==> src/sv/ogbd_pkg.sv <==
// Shared constants, types and helpers for the occupancy grid block downsampler.
package ogbd_pkg;

    localparam int OGBD_OUT_CELLS = 20;
    localparam int BLOCK          = 7;
    localparam int SRC_DIM        = 256;

    localparam int ROW_W   = 8;
    localparam int COL_W   = 8;
    localparam int OCC_W   = 8;
    localparam int OROW_W  = 5;
    localparam int OCOL_W  = 5;
    localparam int VAL_W   = 7;
    localparam int OFF_W   = 9;
    localparam int SW_W    = 9;
    localparam int THR_W   = 6;
    localparam int CNT_W   = 6;
    localparam int ADDR_W  = 5;
    localparam int DATA_W  = 32;

    localparam logic [CNT_W-1:0] CNT_MAX = '1;

    localparam logic signed [OFF_W-1:0] ROW_OFF_RST = '0;
    localparam logic signed [OFF_W-1:0] COL_OFF_RST = '0;
    localparam logic [SW_W-1:0]         SRC_W_RST   = 9'd140;
    localparam logic [THR_W-1:0]        THR_RST     = 6'd15;
    localparam logic [VAL_W-1:0]        OCC_VAL_RST = 7'd60;

    // Block index by reciprocal multiply; exact for every 9-bit argument.
    localparam int DIV_SHIFT = 16;
    localparam int BLK_RECIP = (2**DIV_SHIFT + BLOCK - 1) / BLOCK;

    typedef enum logic [2:0] {
        REG_ROW_OFF   = 3'd0,
        REG_COL_OFF   = 3'd1,
        REG_SRC_WIDTH = 3'd2,
        REG_CNT_THR   = 3'd3,
        REG_OCC_VAL   = 3'd4
    } t_reg_idx;

    typedef enum logic [0:0] {
        ST_IDLE = 1'b0,
        ST_EMIT = 1'b1
    } t_emit_state;

    typedef struct packed {
        logic load_in;
        logic advance;
        logic start_emit;
        logic next_col;
    } t_dp_cmd;

    typedef struct packed {
        logic emit_hit;
        logic col_last;
    } t_dp_sts;

    function automatic logic [8:0] blk_div(input logic [8:0] x);
        logic [25:0] p;
        p = 26'(x) * 26'(BLK_RECIP);
        return p[DIV_SHIFT +: 9];
    endfunction

endpackage

==> src/sv/ogbd_in_if.sv <==
// Source cell channel: valid/ready handshake with row, column and occupancy.
interface ogbd_in_if import ogbd_pkg::*; ();
    logic                    valid;
    logic                    ready;
    logic [ROW_W-1:0]        src_row;
    logic [COL_W-1:0]        src_col;
    logic signed [OCC_W-1:0] occupancy;

    modport source (output valid, output src_row, output src_col, output occupancy,
                    input ready);
    modport sink   (input valid, input src_row, input src_col, input occupancy,
                    output ready);
endinterface

==> src/sv/ogbd_out_if.sv <==
// Coarse cell result channel: valid/ready handshake with row, column, value and last.
interface ogbd_out_if import ogbd_pkg::*; ();
    logic              valid;
    logic              ready;
    logic [OROW_W-1:0] out_row;
    logic [OCOL_W-1:0] out_col;
    logic [VAL_W-1:0]  cell_value;
    logic              last;

    modport source (output valid, output out_row, output out_col, output cell_value,
                    output last, input ready);
    modport sink   (input valid, input out_row, input out_col, input cell_value,
                    input last, output ready);
endinterface

==> src/sv/ogbd_ctrl.sv <==
// Controller: input stage handshake and coarse row emission sequencing.
module ogbd_ctrl import ogbd_pkg::*; (
    input  logic    i_clk,
    input  logic    i_rst_n,
    input  logic    i_in_valid,
    output logic    o_in_ready,
    output logic    o_out_valid,
    input  logic    i_out_ready,
    input  t_dp_sts i_sts,
    output t_dp_cmd o_cmd
);

    t_emit_state r_state, n_state;
    logic        r_stg_vld, n_stg_vld;
    logic        hold;
    logic        out_take;

    always_ff @(posedge i_clk) begin
        if (!i_rst_n) begin
            r_state   <= ST_IDLE;
            r_stg_vld <= 1'b0;
        end else begin
            r_state   <= n_state;
            r_stg_vld <= n_stg_vld;
        end
    end

    always_comb begin
        // Hold a row end in the stage while the previous row still drains.
        hold             = r_stg_vld && i_sts.emit_hit && (r_state == ST_EMIT);
        o_cmd.advance    = r_stg_vld && !hold;
        o_in_ready       = !r_stg_vld || o_cmd.advance;
        o_cmd.load_in    = i_in_valid && o_in_ready;
        o_cmd.start_emit = o_cmd.advance && i_sts.emit_hit;
        o_out_valid      = (r_state == ST_EMIT);
        out_take         = o_out_valid && i_out_ready;
        o_cmd.next_col   = out_take;

        if (o_cmd.load_in) begin
            n_stg_vld = 1'b1;
        end else if (o_cmd.advance) begin
            n_stg_vld = 1'b0;
        end else begin
            n_stg_vld = r_stg_vld;
        end

        n_state = r_state;
        unique case (r_state)
            ST_IDLE: begin
                if (o_cmd.start_emit) n_state = ST_EMIT;
            end
            ST_EMIT: begin
                if (out_take && i_sts.col_last) n_state = ST_IDLE;
            end
            default: n_state = ST_IDLE;
        endcase
    end

endmodule

==> src/sv/ogbd_dpath.sv <==
// Datapath: configuration registers, input stage, block counters and row snapshot.
module ogbd_dpath import ogbd_pkg::*; #(
    parameter int OUT_CELLS = OGBD_OUT_CELLS
) (
    input  logic                    i_clk,
    input  logic                    i_rst_n,
    input  logic                    psel,
    input  logic                    penable,
    input  logic                    pwrite,
    input  logic [ADDR_W-1:0]       paddr,
    input  logic [DATA_W-1:0]       pwdata,
    output logic [DATA_W-1:0]       prdata,
    input  logic [ROW_W-1:0]        i_src_row,
    input  logic [COL_W-1:0]        i_src_col,
    input  logic signed [OCC_W-1:0] i_occupancy,
    output logic [OROW_W-1:0]       o_out_row,
    output logic [OCOL_W-1:0]       o_out_col,
    output logic [VAL_W-1:0]        o_cell_value,
    output logic                    o_last,
    input  t_dp_cmd                 i_cmd,
    output t_dp_sts                 o_sts
);

    localparam int SPAN = OUT_CELLS * BLOCK;

    logic signed [OFF_W-1:0] r_row_off;
    logic signed [OFF_W-1:0] r_col_off;
    logic [SW_W-1:0]         r_src_w;
    logic [THR_W-1:0]        r_thr;
    logic [VAL_W-1:0]        r_occ_val;

    logic [ROW_W-1:0]        r_row;
    logic [COL_W-1:0]        r_col;
    logic signed [OCC_W-1:0] r_occ;

    logic [CNT_W-1:0]        r_cnt [OUT_CELLS];
    logic [CNT_W-1:0]        n_cnt [OUT_CELLS];
    logic [OUT_CELLS-1:0]    r_snap;
    logic [OUT_CELLS-1:0]    flags;
    logic [OROW_W-1:0]       r_orow;
    logic [OCOL_W-1:0]       r_ocol;

    logic                    cfg_wr;
    logic signed [9:0]       dr, dc;
    logic                    col_ok, dr_ok, dc_ok, occ_pos, cnt_en;
    logic [8:0]              q_dr, q_dr1, q_dc;

    assign cfg_wr = psel && penable && pwrite;

    always_ff @(posedge i_clk) begin
        if (!i_rst_n) begin
            r_row_off <= ROW_OFF_RST;
            r_col_off <= COL_OFF_RST;
            r_src_w   <= SRC_W_RST;
            r_thr     <= THR_RST;
            r_occ_val <= OCC_VAL_RST;
        end else if (cfg_wr) begin
            unique case (t_reg_idx'(paddr[4:2]))
                REG_ROW_OFF:   r_row_off <= pwdata[OFF_W-1:0];
                REG_COL_OFF:   r_col_off <= pwdata[OFF_W-1:0];
                REG_SRC_WIDTH: r_src_w   <= pwdata[SW_W-1:0];
                REG_CNT_THR:   r_thr     <= pwdata[THR_W-1:0];
                REG_OCC_VAL:   r_occ_val <= pwdata[VAL_W-1:0];
                default: ;
            endcase
        end
    end

    always_comb begin
        unique case (t_reg_idx'(paddr[4:2]))
            REG_ROW_OFF:   prdata = DATA_W'(signed'(r_row_off));
            REG_COL_OFF:   prdata = DATA_W'(signed'(r_col_off));
            REG_SRC_WIDTH: prdata = DATA_W'(r_src_w);
            REG_CNT_THR:   prdata = DATA_W'(r_thr);
            REG_OCC_VAL:   prdata = DATA_W'(r_occ_val);
            default:       prdata = '0;
        endcase
    end

    always_ff @(posedge i_clk) begin
        if (i_cmd.load_in) begin
            r_row <= i_src_row;
            r_col <= i_src_col;
            r_occ <= i_occupancy;
        end
    end

    always_comb begin
        dr      = signed'({2'b00, r_row}) - 10'(r_row_off);
        dc      = signed'({2'b00, r_col}) - 10'(r_col_off);
        col_ok  = ({1'b0, r_col} < r_src_w) && ({3'b000, r_col} < 11'(SRC_DIM));
        dr_ok   = !dr[9] && (dr < 10'(SPAN));
        dc_ok   = !dc[9] && (dc < 10'(SPAN));
        occ_pos = (r_occ > 0);
        cnt_en  = col_ok && dr_ok && dc_ok && occ_pos;
        q_dr    = blk_div(dr[8:0]);
        q_dr1   = blk_div(dr[8:0] + 9'd1);
        q_dc    = blk_div(dc[8:0]);

        o_sts.emit_hit = col_ok && dr_ok && (({1'b0, r_col} + 9'd1) == r_src_w)
                         && (q_dr1 != q_dr);
        o_sts.col_last = (r_ocol == OCOL_W'(OUT_CELLS - 1));

        for (int k = 0; k < OUT_CELLS; k++) begin
            if (cnt_en && (q_dc == 9'(k)) && (r_cnt[k] != CNT_MAX)) begin
                n_cnt[k] = r_cnt[k] + CNT_W'(1);
            end else begin
                n_cnt[k] = r_cnt[k];
            end
            flags[k] = (n_cnt[k] > r_thr);
        end
    end

    always_ff @(posedge i_clk) begin
        if (!i_rst_n) begin
            for (int k = 0; k < OUT_CELLS; k++) r_cnt[k] <= '0;
        end else if (i_cmd.advance) begin
            // Clear the counters once the row is captured.
            for (int k = 0; k < OUT_CELLS; k++) begin
                r_cnt[k] <= i_cmd.start_emit ? '0 : n_cnt[k];
            end
        end
    end

    always_ff @(posedge i_clk) begin
        if (i_cmd.start_emit) begin
            r_snap <= flags;
            r_orow <= q_dr[OROW_W-1:0];
            r_ocol <= '0;
        end else if (i_cmd.next_col) begin
            r_snap <= r_snap >> 1;
            r_ocol <= r_ocol + OCOL_W'(1);
        end
    end

    assign o_out_row    = r_orow;
    assign o_out_col    = r_ocol;
    assign o_cell_value = r_snap[0] ? r_occ_val : '0;
    assign o_last       = o_sts.col_last;

endmodule

==> src/sv/occupancy_grid_block_downsampler_top.sv <==
// Occupancy grid block downsampler top level.
// Throughput: one source cell per cycle; input stalls only when a block-row end
// reaches the stage register while the previous coarse row is still draining.
// Flow: a row-end cell passes through the stage register, then loads the row snapshot;
// a coarse row is OUT_CELLS results, one per cycle while the sink is ready.
// Reset: synchronous, active low; restores register defaults, clears counters.
module occupancy_grid_block_downsampler_top import ogbd_pkg::*; #(
    parameter int OUT_CELLS = OGBD_OUT_CELLS
) (
    input  logic              i_clk,
    input  logic              i_rst_n,
    input  logic              psel,
    input  logic              penable,
    input  logic              pwrite,
    input  logic [ADDR_W-1:0] paddr,
    input  logic [DATA_W-1:0] pwdata,
    output logic [DATA_W-1:0] prdata,
    output logic              pready,
    ogbd_in_if.sink           i_in,
    ogbd_out_if.source        o_out
);

    t_dp_cmd cmd;
    t_dp_sts sts;

    assign pready = 1'b1;

    ogbd_ctrl u_ctrl (
        .i_clk       (i_clk),
        .i_rst_n     (i_rst_n),
        .i_in_valid  (i_in.valid),
        .o_in_ready  (i_in.ready),
        .o_out_valid (o_out.valid),
        .i_out_ready (o_out.ready),
        .i_sts       (sts),
        .o_cmd       (cmd)
    );

    ogbd_dpath #(
        .OUT_CELLS (OUT_CELLS)
    ) u_dpath (
        .i_clk        (i_clk),
        .i_rst_n      (i_rst_n),
        .psel         (psel),
        .penable      (penable),
        .pwrite       (pwrite),
        .paddr        (paddr),
        .pwdata       (pwdata),
        .prdata       (prdata),
        .i_src_row    (i_in.src_row),
        .i_src_col    (i_in.src_col),
        .i_occupancy  (i_in.occupancy),
        .o_out_row    (o_out.out_row),
        .o_out_col    (o_out.out_col),
        .o_cell_value (o_out.cell_value),
        .o_last       (o_out.last),
        .i_cmd        (cmd),
        .o_sts        (sts)
    );

endmodule
==> src/flat_wrapper.sv <==
// flat-port wrapper written by rule: the top's interface ports become plain ports
module occupancy_grid_block_downsampler_top_flat import ogbd_pkg::*;
#(
    parameter int OUT_CELLS = OGBD_OUT_CELLS
)
  (i_clk, i_rst_n, psel, penable, pwrite, paddr, pwdata, prdata, pready, i_in_valid, i_in_src_row, i_in_src_col, i_in_occupancy, i_in_ready, o_out_valid, o_out_out_row, o_out_out_col, o_out_cell_value, o_out_last, o_out_ready);
  ogbd_in_if i_in_i ();
  ogbd_out_if o_out_i ();
  input  logic i_clk;
  input  logic i_rst_n;
  input  logic psel;
  input  logic penable;
  input  logic pwrite;
  input  logic [ADDR_W-1:0] paddr;
  input  logic [DATA_W-1:0] pwdata;
  output logic [DATA_W-1:0] prdata;
  output logic pready;
  input wire logic [$bits(i_in_i.valid)-1:0] i_in_valid;
  input wire logic [$bits(i_in_i.src_row)-1:0] i_in_src_row;
  input wire logic [$bits(i_in_i.src_col)-1:0] i_in_src_col;
  input wire logic [$bits(i_in_i.occupancy)-1:0] i_in_occupancy;
  output wire logic [$bits(i_in_i.ready)-1:0] i_in_ready;
  output wire logic [$bits(o_out_i.valid)-1:0] o_out_valid;
  output wire logic [$bits(o_out_i.out_row)-1:0] o_out_out_row;
  output wire logic [$bits(o_out_i.out_col)-1:0] o_out_out_col;
  output wire logic [$bits(o_out_i.cell_value)-1:0] o_out_cell_value;
  output wire logic [$bits(o_out_i.last)-1:0] o_out_last;
  input wire logic [$bits(o_out_i.ready)-1:0] o_out_ready;
  assign i_in_i.valid = i_in_valid;
  assign i_in_i.src_row = i_in_src_row;
  assign i_in_i.src_col = i_in_src_col;
  assign i_in_i.occupancy = i_in_occupancy;
  assign i_in_ready = i_in_i.ready;
  assign o_out_valid = o_out_i.valid;
  assign o_out_out_row = o_out_i.out_row;
  assign o_out_out_col = o_out_i.out_col;
  assign o_out_cell_value = o_out_i.cell_value;
  assign o_out_last = o_out_i.last;
  assign o_out_i.ready = o_out_ready;
  occupancy_grid_block_downsampler_top #(.OUT_CELLS(OUT_CELLS)) u_core (.i_clk(i_clk), .i_rst_n(i_rst_n), .psel(psel), .penable(penable), .pwrite(pwrite), .paddr(paddr), .pwdata(pwdata), .prdata(prdata), .pready(pready), .i_in(i_in_i), .o_out(o_out_i));
endmodule
==> config.mk <==
export PLATFORM = sky130hd
export DESIGN_NAME = occupancy_grid_block_downsampler_top_flat
export DESIGN_NICKNAME = d
export VERILOG_FILES = /design/src/sv/ogbd_pkg.sv /design/src/sv/ogbd_in_if.sv /design/src/sv/ogbd_out_if.sv /design/src/sv/ogbd_ctrl.sv /design/src/sv/ogbd_dpath.sv /design/src/sv/occupancy_grid_block_downsampler_top.sv /design/src/flat_wrapper.sv
export SDC_FILE = /design/constraint.sdc
export NUM_CORES = 1
export LEC_CHECK = 0
export BUFFER_PORTS_ARGS = -buffer_cell sky130_fd_sc_hd__buf_4
export CAP_MARGIN = 5
export CELL_PAD_IN_SITES_DETAIL_PLACEMENT = 0
export CELL_PAD_IN_SITES_GLOBAL_PLACEMENT = 1
export CORE_ASPECT_RATIO = 0.6
export CORE_UTILIZATION = 45
export CTS_CLUSTER_SIZE = 14
export DETAILED_ROUTE_END_ITERATION = 10
export PLACE_DENSITY = 0.87
export SYNTH_ARGS = -nofsm -noshare
export SYNTH_HDL_FRONTEND = slang
export SYNTH_HIERARCHICAL = 1
export SYNTH_SLANG_ARGS = --single-unit
==> constraint.sdc <==
create_clock -name i_clk -period 10.3 [get_ports i_clk]
set_input_delay 1.545 -clock i_clk [delete_from_list [all_inputs] [get_ports i_clk]]
set_output_delay 1.545 -clock i_clk [all_outputs]
set_load 0.02 [all_outputs]
# After elaboration in Yosys (flattened, before gate mapping)
# Memory sizes are Yosys's and may differ from the RTL's.
# Index checks and enable logic that the tools add are counted.
dict set report totals {
  reg_bits 96
  ramBits 120
  input_bits 68
  elab_cells 276
  memories 1
}
dict set report op_classes {
  add_sub_neg 25
  multipliers 3
  magnitude_cmp 24
  n_eq_ne 46
  muxes 73
  bitwise_logic 21
  n_reduce_logical 70
}
# name depth width read_ports rd_clocked_by_memory_dff wr line
set mem_list {}
lappend mem_list {u_core.u_dpath.r_cnt 20 6 20 0 20 ogbd_dpath.sv:36} ;# logic [CNT_W-1:0] r_cnt [OUT_CELLS];
# operator n
set ops {}
lappend ops {{6-bit 2-to-1 mux} 60}
lappend ops {{32-bit case mux with 5 select lines} 1}
lappend ops {{6-bit by 1-bit adder with 6-bit output (second input constant)} 20}
lappend ops {{6-bit greater-than comparator} 20}
lappend ops {{6-bit inequality test (second input constant)} 20}
lappend ops {{9-bit by 14-bit multiplier with 23-bit output (second input constant)} 3}
lappend ops {{7-bit by 4-bit == test with 1-bit output (second input constant)} 8}
lappend ops {{1-bit logical AND} 56}
lappend ops {{20-bit 2-to-1 mux} 2}
lappend ops {{7-bit by 3-bit == test with 1-bit output (second input constant)} 4}
lappend ops {{7-bit by 5-bit == test with 1-bit output (second input constant)} 4}
lappend ops {{10-bit by 9-bit less-than comparator with 1-bit output (second input constant)} 2}
lappend ops {{1-bit OR} 20}
lappend ops {{9-bit by 9-bit subtractor with 10-bit output} 2}
lappend ops {{7-bit by 2-bit == test with 1-bit output (second input constant)} 2}
lappend ops {{2-bit AND reduction} 5}
lappend ops {{8-bit by 1-bit adder with 9-bit output (second input constant)} 1}
lappend ops {{9-bit by 1-bit adder with 9-bit output (second input constant)} 1}
lappend ops {{9-bit == test} 1}
lappend ops {{8-bit by 9-bit less-than comparator with 1-bit output} 1}
lappend ops {{8-bit by 1-bit greater-than comparator with 1-bit output (second input constant)} 1}
lappend ops {{1-bit 2-to-1 mux} 8}
lappend ops {{7-bit by 1-bit == test with 1-bit output (second input constant)} 1}
lappend ops {{7-bit zero test} 1}
lappend ops {{other kinds (13)} 18}

# Depth between registers and ports, before layout
# Gate-level depths: netlist of the first run.
dict set report depth {
  depth_word 14
  mapped_depth 37
  ltp_nobuf 35
}

# Modules after synthesis
# The synthesis of the first run kept the hierarchy.
# mod instances cells_per_inst area_each_um2 seq_area_each_um2
set by_module_without_submodules {}
lappend by_module_without_submodules {ogbd_dpath 1 2042 19827.8 5975.7}
lappend by_module_without_submodules {ogbd_ctrl 1 15 120.1 40.0}
lappend by_module_without_submodules {occupancy_grid_block_downsampler_top 1 2 11.3 0.0}

# Worst setup path after synthesis of the first run
# OpenSTA, ideal clock, no wires.
dict set report synth_path {
  path_type {register to register}
  startpoint {register u_core.u_dpath.r_row[0]}
  endpoint {memory u_core.u_dpath.r_cnt[0][0] (enable)}
  setup_ps 1058
  t_arrival_ps 8947
  t_required_ps 9242
  slack_ps 295
  stages_incl_launch_ff 31
  path_buffers 1
  period_less_slack_ps 10005
  cell_sequence {edfxtp_1 -> inv_1 -> ha_1 -> inv_1 -> fa_1 -> a21o_1 -> a21oi_1 -> o21bai_1 -> a21oi_1 -> xnor2_1 -> ha_1 -> nand4_1 -> xnor2_1 -> ha_1 -> ha_1 -> inv_1 -> fa_1 -> fa_1 -> inv_1 -> ha_1 -> or4_1 -> a221o_1 -> a31o_2 -> a31oi_1 -> mux2i_1 -> o211ai_1 -> a41oi_1 -> a21boi_0 -> inv_1 -> clkbuf_1 -> nand2_1}
}
# item line
set synth_rtl {}
lappend synth_rtl {{start: declaration} ogbd_dpath.sv:32} ;# logic [ROW_W-1:0] r_row;
lappend synth_rtl {{start signal: assignment} ogbd_dpath.sv:82} ;# r_row <= i_src_row;
lappend synth_rtl {{end: declaration} ogbd_dpath.sv:36}

==> results of run 1 <==
==> registers in the layout, summed over array words and instances, names as in the netlist <==
signal,count
u_core/u_dpath/r_cnt,120
u_core/u_dpath/r_snap,20
u_core/u_dpath/r_col_off,9
u_core/u_dpath/r_row_off,9
u_core/u_dpath/r_src_w,9
u_core/u_dpath/r_col,8
u_core/u_dpath/r_occ,8
u_core/u_dpath/r_row,8
u_core/u_dpath/r_occ_val,7
u_core/u_dpath/r_thr,6
u_core/u_dpath/o_out_col,5
u_core/u_dpath/o_out_row,5
u_core/u_ctrl/o_out_valid,1
u_core/u_ctrl/r_stg_vld,1
==> critical path: cells and delay by family, from the launching register on <==
kind | cells | cell delay, ns
simple gates | 3 | 0.80
mux | 1 | 0.24
buf+inv | 5 | 0.41
flops | 1 | 0.36
fa+ha+maj | 8 | 2.74
xor+xnor | 2 | 0.74
compound gates | 9 | 2.31
==> kinds of logic after synthesis <==
kind of cell	Yosys count
flops	216
buf+inv	259
xor+xnor	122
compound gates	331
simple gates	655
mux	107
fa+ha+maj	368
other cells	1
==> power groups by stage <==
stage / combinational, mW / sequential (mW) / clock, mW
floorplan: 1.25 / 1.03 / 0
global route: 2.07 / 1.03 / 0.969
detailed placement: 1.81 / 1.04 / 0
CTS: 1.83 / 1.02 / 0.940
global placement: 1.73 / 1.04 / 0
finish: 1.87 / 1.02 / 0.925
==> layer usage <==
layer / GRT usage / vias to the layer above / share of wire
met5: 0 / - / 0
met4: 0.0621 / 0 / 0.025
met3: 0.0464 / 88 / 0.078
li1: - / 7623 / -
met2: 0.353 / 493 / 0.41
met1: 0.342 / 7598 / 0.49
==> cell usage in the layout, fill, tap and decap left out, types with 15 or more instances in the layout <==
cell | Yosys | routed
xnor2_1 | 77 | 75
mux2_2 | 30 | 30
o21ai_0 | 67 | 67
xor2_1 | 43 | 43
or3_1 | 19 | 19
nand2_1 | 101 | 100
and3_1 | 43 | 43
edfxtp_1 | 169 | 169
o22ai_1 | 15 | 15
nand3_1 | 100 | 100
o211ai_1 | 29 | 29
buf_4 | 26 | 127
fa_1 | 35 | 35
o21a_1 | 19 | 19
clkbuf_16 | 0 | 24
nand2b_1 | 23 | 23
dfxtp_1 | 47 | 47
ha_1 | 333 | 333
a31oi_1 | 15 | 15
inv_1 | 185 | 185
nor2b_1 | 47 | 47
and2_1 | 85 | 85
nand4_1 | 54 | 54
nor3_1 | 35 | 34
a21o_1 | 48 | 48
nor2_1 | 92 | 90
mux2i_1 | 72 | 72
a21oi_1 | 76 | 76
==> worst paths after layout <==
path                                     from                          end  slack [ns]  depth (start not counted)
hold reg to reg   u_core/u_dpath/r_occ_val[2]  u_core/u_dpath/r_occ_val[2]        0.52                          2
hold / removal    u_core/u_dpath/r_occ_val[2]  u_core/u_dpath/r_occ_val[2]        0.52                          2
setup reg to reg      u_core/u_dpath/r_col[0]     u_core/u_dpath/r_snap[4]        1.07                         31
setup / recovery      u_core/u_dpath/r_row[0]                   i_in_ready        0.59                         28
==> final cells by class <==
cell class,instances,area [µm²],share of cell area
timing repair buffer,132,1040,0.0470
sequential,216,6020,0.271
clock inverter,16,193,0.00867
tap,579,724,0.0326
multi-input combinational,1584,12900,0.582
inverter,186,698,0.0314
clock buffer,26,618,0.0278
==> repair_timing <==
action | CTS | global route
hold buffers | 0 | 0
setup endpoints to repair | 0 | 1
gates resized for setup | 0 | 2
setup buffers | 0 | 0
==> impl_metrics.toml, run 1 <==
[clocking]
insertion_delay_ns = 0.56
cts_tree = "done"
clk_path_buf_depth = 3
htree_num_levels = 1
numCtsBuffers = 23
cts.clk_slew.worst_paths_ns = 0.07
clock_sinks = 216
cts-root-buf = "clkbuf_16"

[layout]
drive_gt1_frac = 0.115
design_area_um2 = 22200
finalNonFillerCells = 2739
nNetsFinal = 2579
syn2layout_area_growth_pct = 11.4
antennaDiodeCount = 0
fillers = 3912
final_util = 0.510

[setup_path]
startpoint_type = "flop"
arrival_ns = 8.16
cpMaxStageDelayCell = "fa_1"
cp-end-kind = "output port"
crit_type = "flop to output port"
cpPeakStageDelay_ns = 0.58
path_common_cell = "ha_1"
cp_max_fo = 6
cp.required_ns = 8.76

[power_and_ir_drop]
switching_power_mw = 1.61
ir_drop_v = 0.000149
power_mw = 3.82
p_comb_frac = 0.490
total_leakage_power_nw = 10.1
internal_power_mw = 2.20
power.density_nw_per_um2 = 172
p_sw_frac = 0.423
p_seq_frac = 0.268
clockPowerShare = 0.242

[route]
drtAntennaViolNets = 0
via_per_inst = 5.77
vias = 15800
wire_per_inst_um = 19.2
route.detailed.drc = 2
drtIter0Drc = 1340
firstDrtPassIters = 8
totalWireLength_mm = 52.6

[yosys]
synth-xor-area-share = 0.0543
async_flop_share = 0
synth_seq_cells = 216
synth_area_per_cell_um2 = 9.69
synth_top_cell_by_area = "edfxtp_1"
synth-simple-area-share = 0.180
synthAdderAreaFrac = 0.244
synth_cell_types = 84
synth_mux_area_frac = 0.0564
synthMostInstantiatedCell = "ha_1"
yosysTopAreaCellShare = 0.254
yosysWarnings = 6
synth_ff_type = "edfxtp_1"
synth_compound_area_frac = 0.109
seq_area_frac_synth = 0.301
synthCells = 2059
synth_common_cells = "333 x ha_1, 185 x inv_1, 169 x edfxtp_1, 101 x nand2_1, 100 x nand3_1"
syn_nets = 2495
synth_top_family_by_area = "adder cells"
syn-cell-area_um2 = 20000
synth-edff-count = 169
synth.area.top_cells = "edfxtp_1 25%, ha_1 21%, dfxtp_1 4.7%, mux2i_1 3.6%, fa_1 3.5%"

[timing]
fmax_ghz = 0.103
finClkSkew_ns = 0.0254
hold_viol = 0
slew_headroom = 0.165
whs_ns = 0.523
worst_slew_pin_slew_ns = 1.25
tns_ns = 0
post-route-min-period_ns = 9.71
finalMaxSlewViolations = 0
fin_ws_ns = 0.595
fin_crit_sh = 0.942
setup_viol = 0
rsz0062_at_grt = "false"

[grt]
grt_max_degree = 45
grt_pass1_vias = 15700
grt_remaining_overflow = 0
antenna_found_initial = 0
track_usage = 0.235
grt_pass1_wl_mm = 83.7

[die]
die_area_um2 = 45200
core_area_um2 = 43600
die_h_um = 165
dieWidth_um = 274
initial_utilization = 0.458
pin_count = 121
row_count = 59

[placement]
dp_slack_ns = 0.953
place_area_um2 = 21400
numPortBuffers = 94
place_congestion = 0.877
dp.final_hpwl_mm = 39.5
dp_cells = 2696

[run_status]
failed_checks = "DRC"
outcome = "finished with violations"

[job]
maxCapViolCount = 0

[min_path]
hp-class = "flop to flop"
Note: power is estimated with default switching activity, not from simulation.
==> run 2: changes to the inputs <==
--- a/config.mk
+++ b/config.mk
@@ -8,9 +8,9 @@
 export BUFFER_PORTS_ARGS = -buffer_cell sky130_fd_sc_hd__buf_4
 export CAP_MARGIN = 5
 export CELL_PAD_IN_SITES_DETAIL_PLACEMENT = 0
-export CELL_PAD_IN_SITES_GLOBAL_PLACEMENT = 1
+export CELL_PAD_IN_SITES_GLOBAL_PLACEMENT = 2
 export CORE_ASPECT_RATIO = 0.6
-export CORE_UTILIZATION = 45
+export CORE_UTILIZATION = 37
 export CTS_CLUSTER_SIZE = 14
 export DETAILED_ROUTE_END_ITERATION = 10
 export PLACE_DENSITY = 0.87
==> run 2 against run 1 <==
  * The run now ends clean
  * Routed wire length rose by 3.8%
  * Register-to-register slack gained 0.17 ns
  * Maximum frequency is 0.58% higher
  * Core utilization decreased by 8.8 points
  * Clock skew shrank 0.0050 ns
  * Global-route usage fell by 3.6 points
  * Total power hardly changed
  * Critical endpoint unchanged
==> impl_metrics.toml, run 2 (synthesized netlist as in run 1, its figures left out) <==
[setup_path]
arrival_ns = 8.10
rr_startpoint = "u_core/u_dpath/r_col[0]"
crit_type = "flop to output port"
critPathTopFamily = "adder cells"
cp.required_ns = 8.76
crit_buf_inv = 5
cp-startpoint = "u_core/u_dpath/r_row_off[0]"
cpPeakStageDelay_ns = 0.56
cp_max_fo = 6
startpoint_type = "flop"
path_common_cell = "ha_1"
cp-end-kind = "output port"
cpMaxStageDelayCell = "fa_1"

[route]
wire_per_inst_um = 19.1
drtIter0Drc = 1126
via_per_inst = 5.48
firstDrtPassIters = 7
totalWireLength_mm = 54.6
vias = 15700
route.detailed.drc = 0
drtAntennaViolNets = 0

[placement]
place_congestion = 0.875
dp_cells = 2819
numPortBuffers = 94
place_area_um2 = 21500
dp.final_hpwl_mm = 40.5

[timing]
setup_viol = 0
tns_ns = 0
post-route-min-period_ns = 9.65
fmax_ghz = 0.104
worst_slew_pin_slew_ns = 1.19
hold_viol = 0
fin_crit_sh = 0.937
whs_ns = 0.518
finClkSkew_ns = 0.0204
slew_headroom = 0.199
finalMaxSlewViolations = 0
rsz0062_at_grt = "false"

[die]
core_area_um2 = 52900
row_count = 65
die_area_um2 = 54900
die_h_um = 182
pin_count = 121
initial_utilization = 0.377
dieWidth_um = 302

[layout]
top_register = "u_core/u_dpath/r_cnt"
antennaDiodeCount = 0
finalNonFillerCells = 2864
top_regs = "u_core/u_dpath/r_cnt (120), u_core/u_dpath/r_snap (20)"
largest_reg_flops = 120
design_area_um2 = 22400
drive_gt1_frac = 0.115
syn2layout_area_growth_pct = 12.0
final_common_cell = "ha_1"
layout_common_cells = "333 x ha_1, 185 x inv_1, 169 x edfxtp_1, 127 x buf_4"
nNetsFinal = 2579

[power_and_ir_drop]
power.density_nw_per_um2 = 171
power_mw = 3.82
total_leakage_power_nw = 10.1
ir_drop_v = 0.000164

[clocking]
insertion_delay_ns = 0.56
numCtsBuffers = 24
cts_tree = "done"
cts.clk_slew.worst_paths_ns = 0.07
clk_path_buf_depth = 3
cts-root-buf = "clkbuf_16"
cts_setup_buffers = 0
htree_num_levels = 1
clock_sinks = 216

[grt]
grt_remaining_overflow = 0
grt_max_degree = 69
antenna_found_initial = 1
grt_pass1_vias = 15500
track_usage = 0.199
grt_pass1_wl_mm = 86.1

[min_path]
hp-class = "flop to flop"
worstHoldStart = "u_core/u_dpath/r_occ_val[4]"

[job]
maxCapViolCount = 0

[run_status]
outcome = "finished, final reports clean"
[run 2: where the power goes]
group | switching (mW) | internal (mW)
logic | 1.19 | 0.685
clock network | 0.404 | 0.519
registers | 0.0370 | 0.986
total | 1.63 | 2.19
[run 2: final timing paths]
| check | end | slack (ns) | cells past startpoint |
|---|---|---|---|
| min | u_core/u_dpath/r_occ_val[4] | 0.52 | 2 |
| min reg2reg | u_core/u_dpath/r_occ_val[4] | 0.52 | 2 |
| max reg2reg | u_core/u_dpath/r_snap[15] | 1.24 | 35 |
| max | i_in_ready | 0.65 | 28 |
[run 2: final cells by class]
type                    count  area, µm²
fillers                  5065      30600
clock inverters             8       50.0
repair buffers            131       1020
inverters                 186        698
well taps                 703        880
clock buffers              36        769
multi-input cells        1584      12900
flip-flops and latches    216       6020
[run 2: worst min-delay path: stages (launching register included)]
cell	delay, ns
dfxtp_1	0.35
mux2i_1	0.08
nand2_1	0.06
[run 2: routing by layer]
layer | global-route usage | part of all wire
met3 | 0.0279 | 0.064
met5 | 0 | 0
met2 | 0.283 | 0.40
met4 | 0.0352 | 0.014
met1 | 0.314 | 0.52
[run 2: metrics by stage]
step            util  setup slack, ns
3_3_place_gp   0.406             1.10
3_5_place_dp   0.406            0.976
6_report       0.422            0.650
4_1_cts        0.422            0.345
5_1_grt        0.422           0.0622
2_1_floorplan      -            0.295
[run 2: timing repair]
item	in CTS	in global routing
setup endpoints to repair	0	1
resized for setup	0	3
hold buffers	0	0
endpoints found under the hold margin	0	0
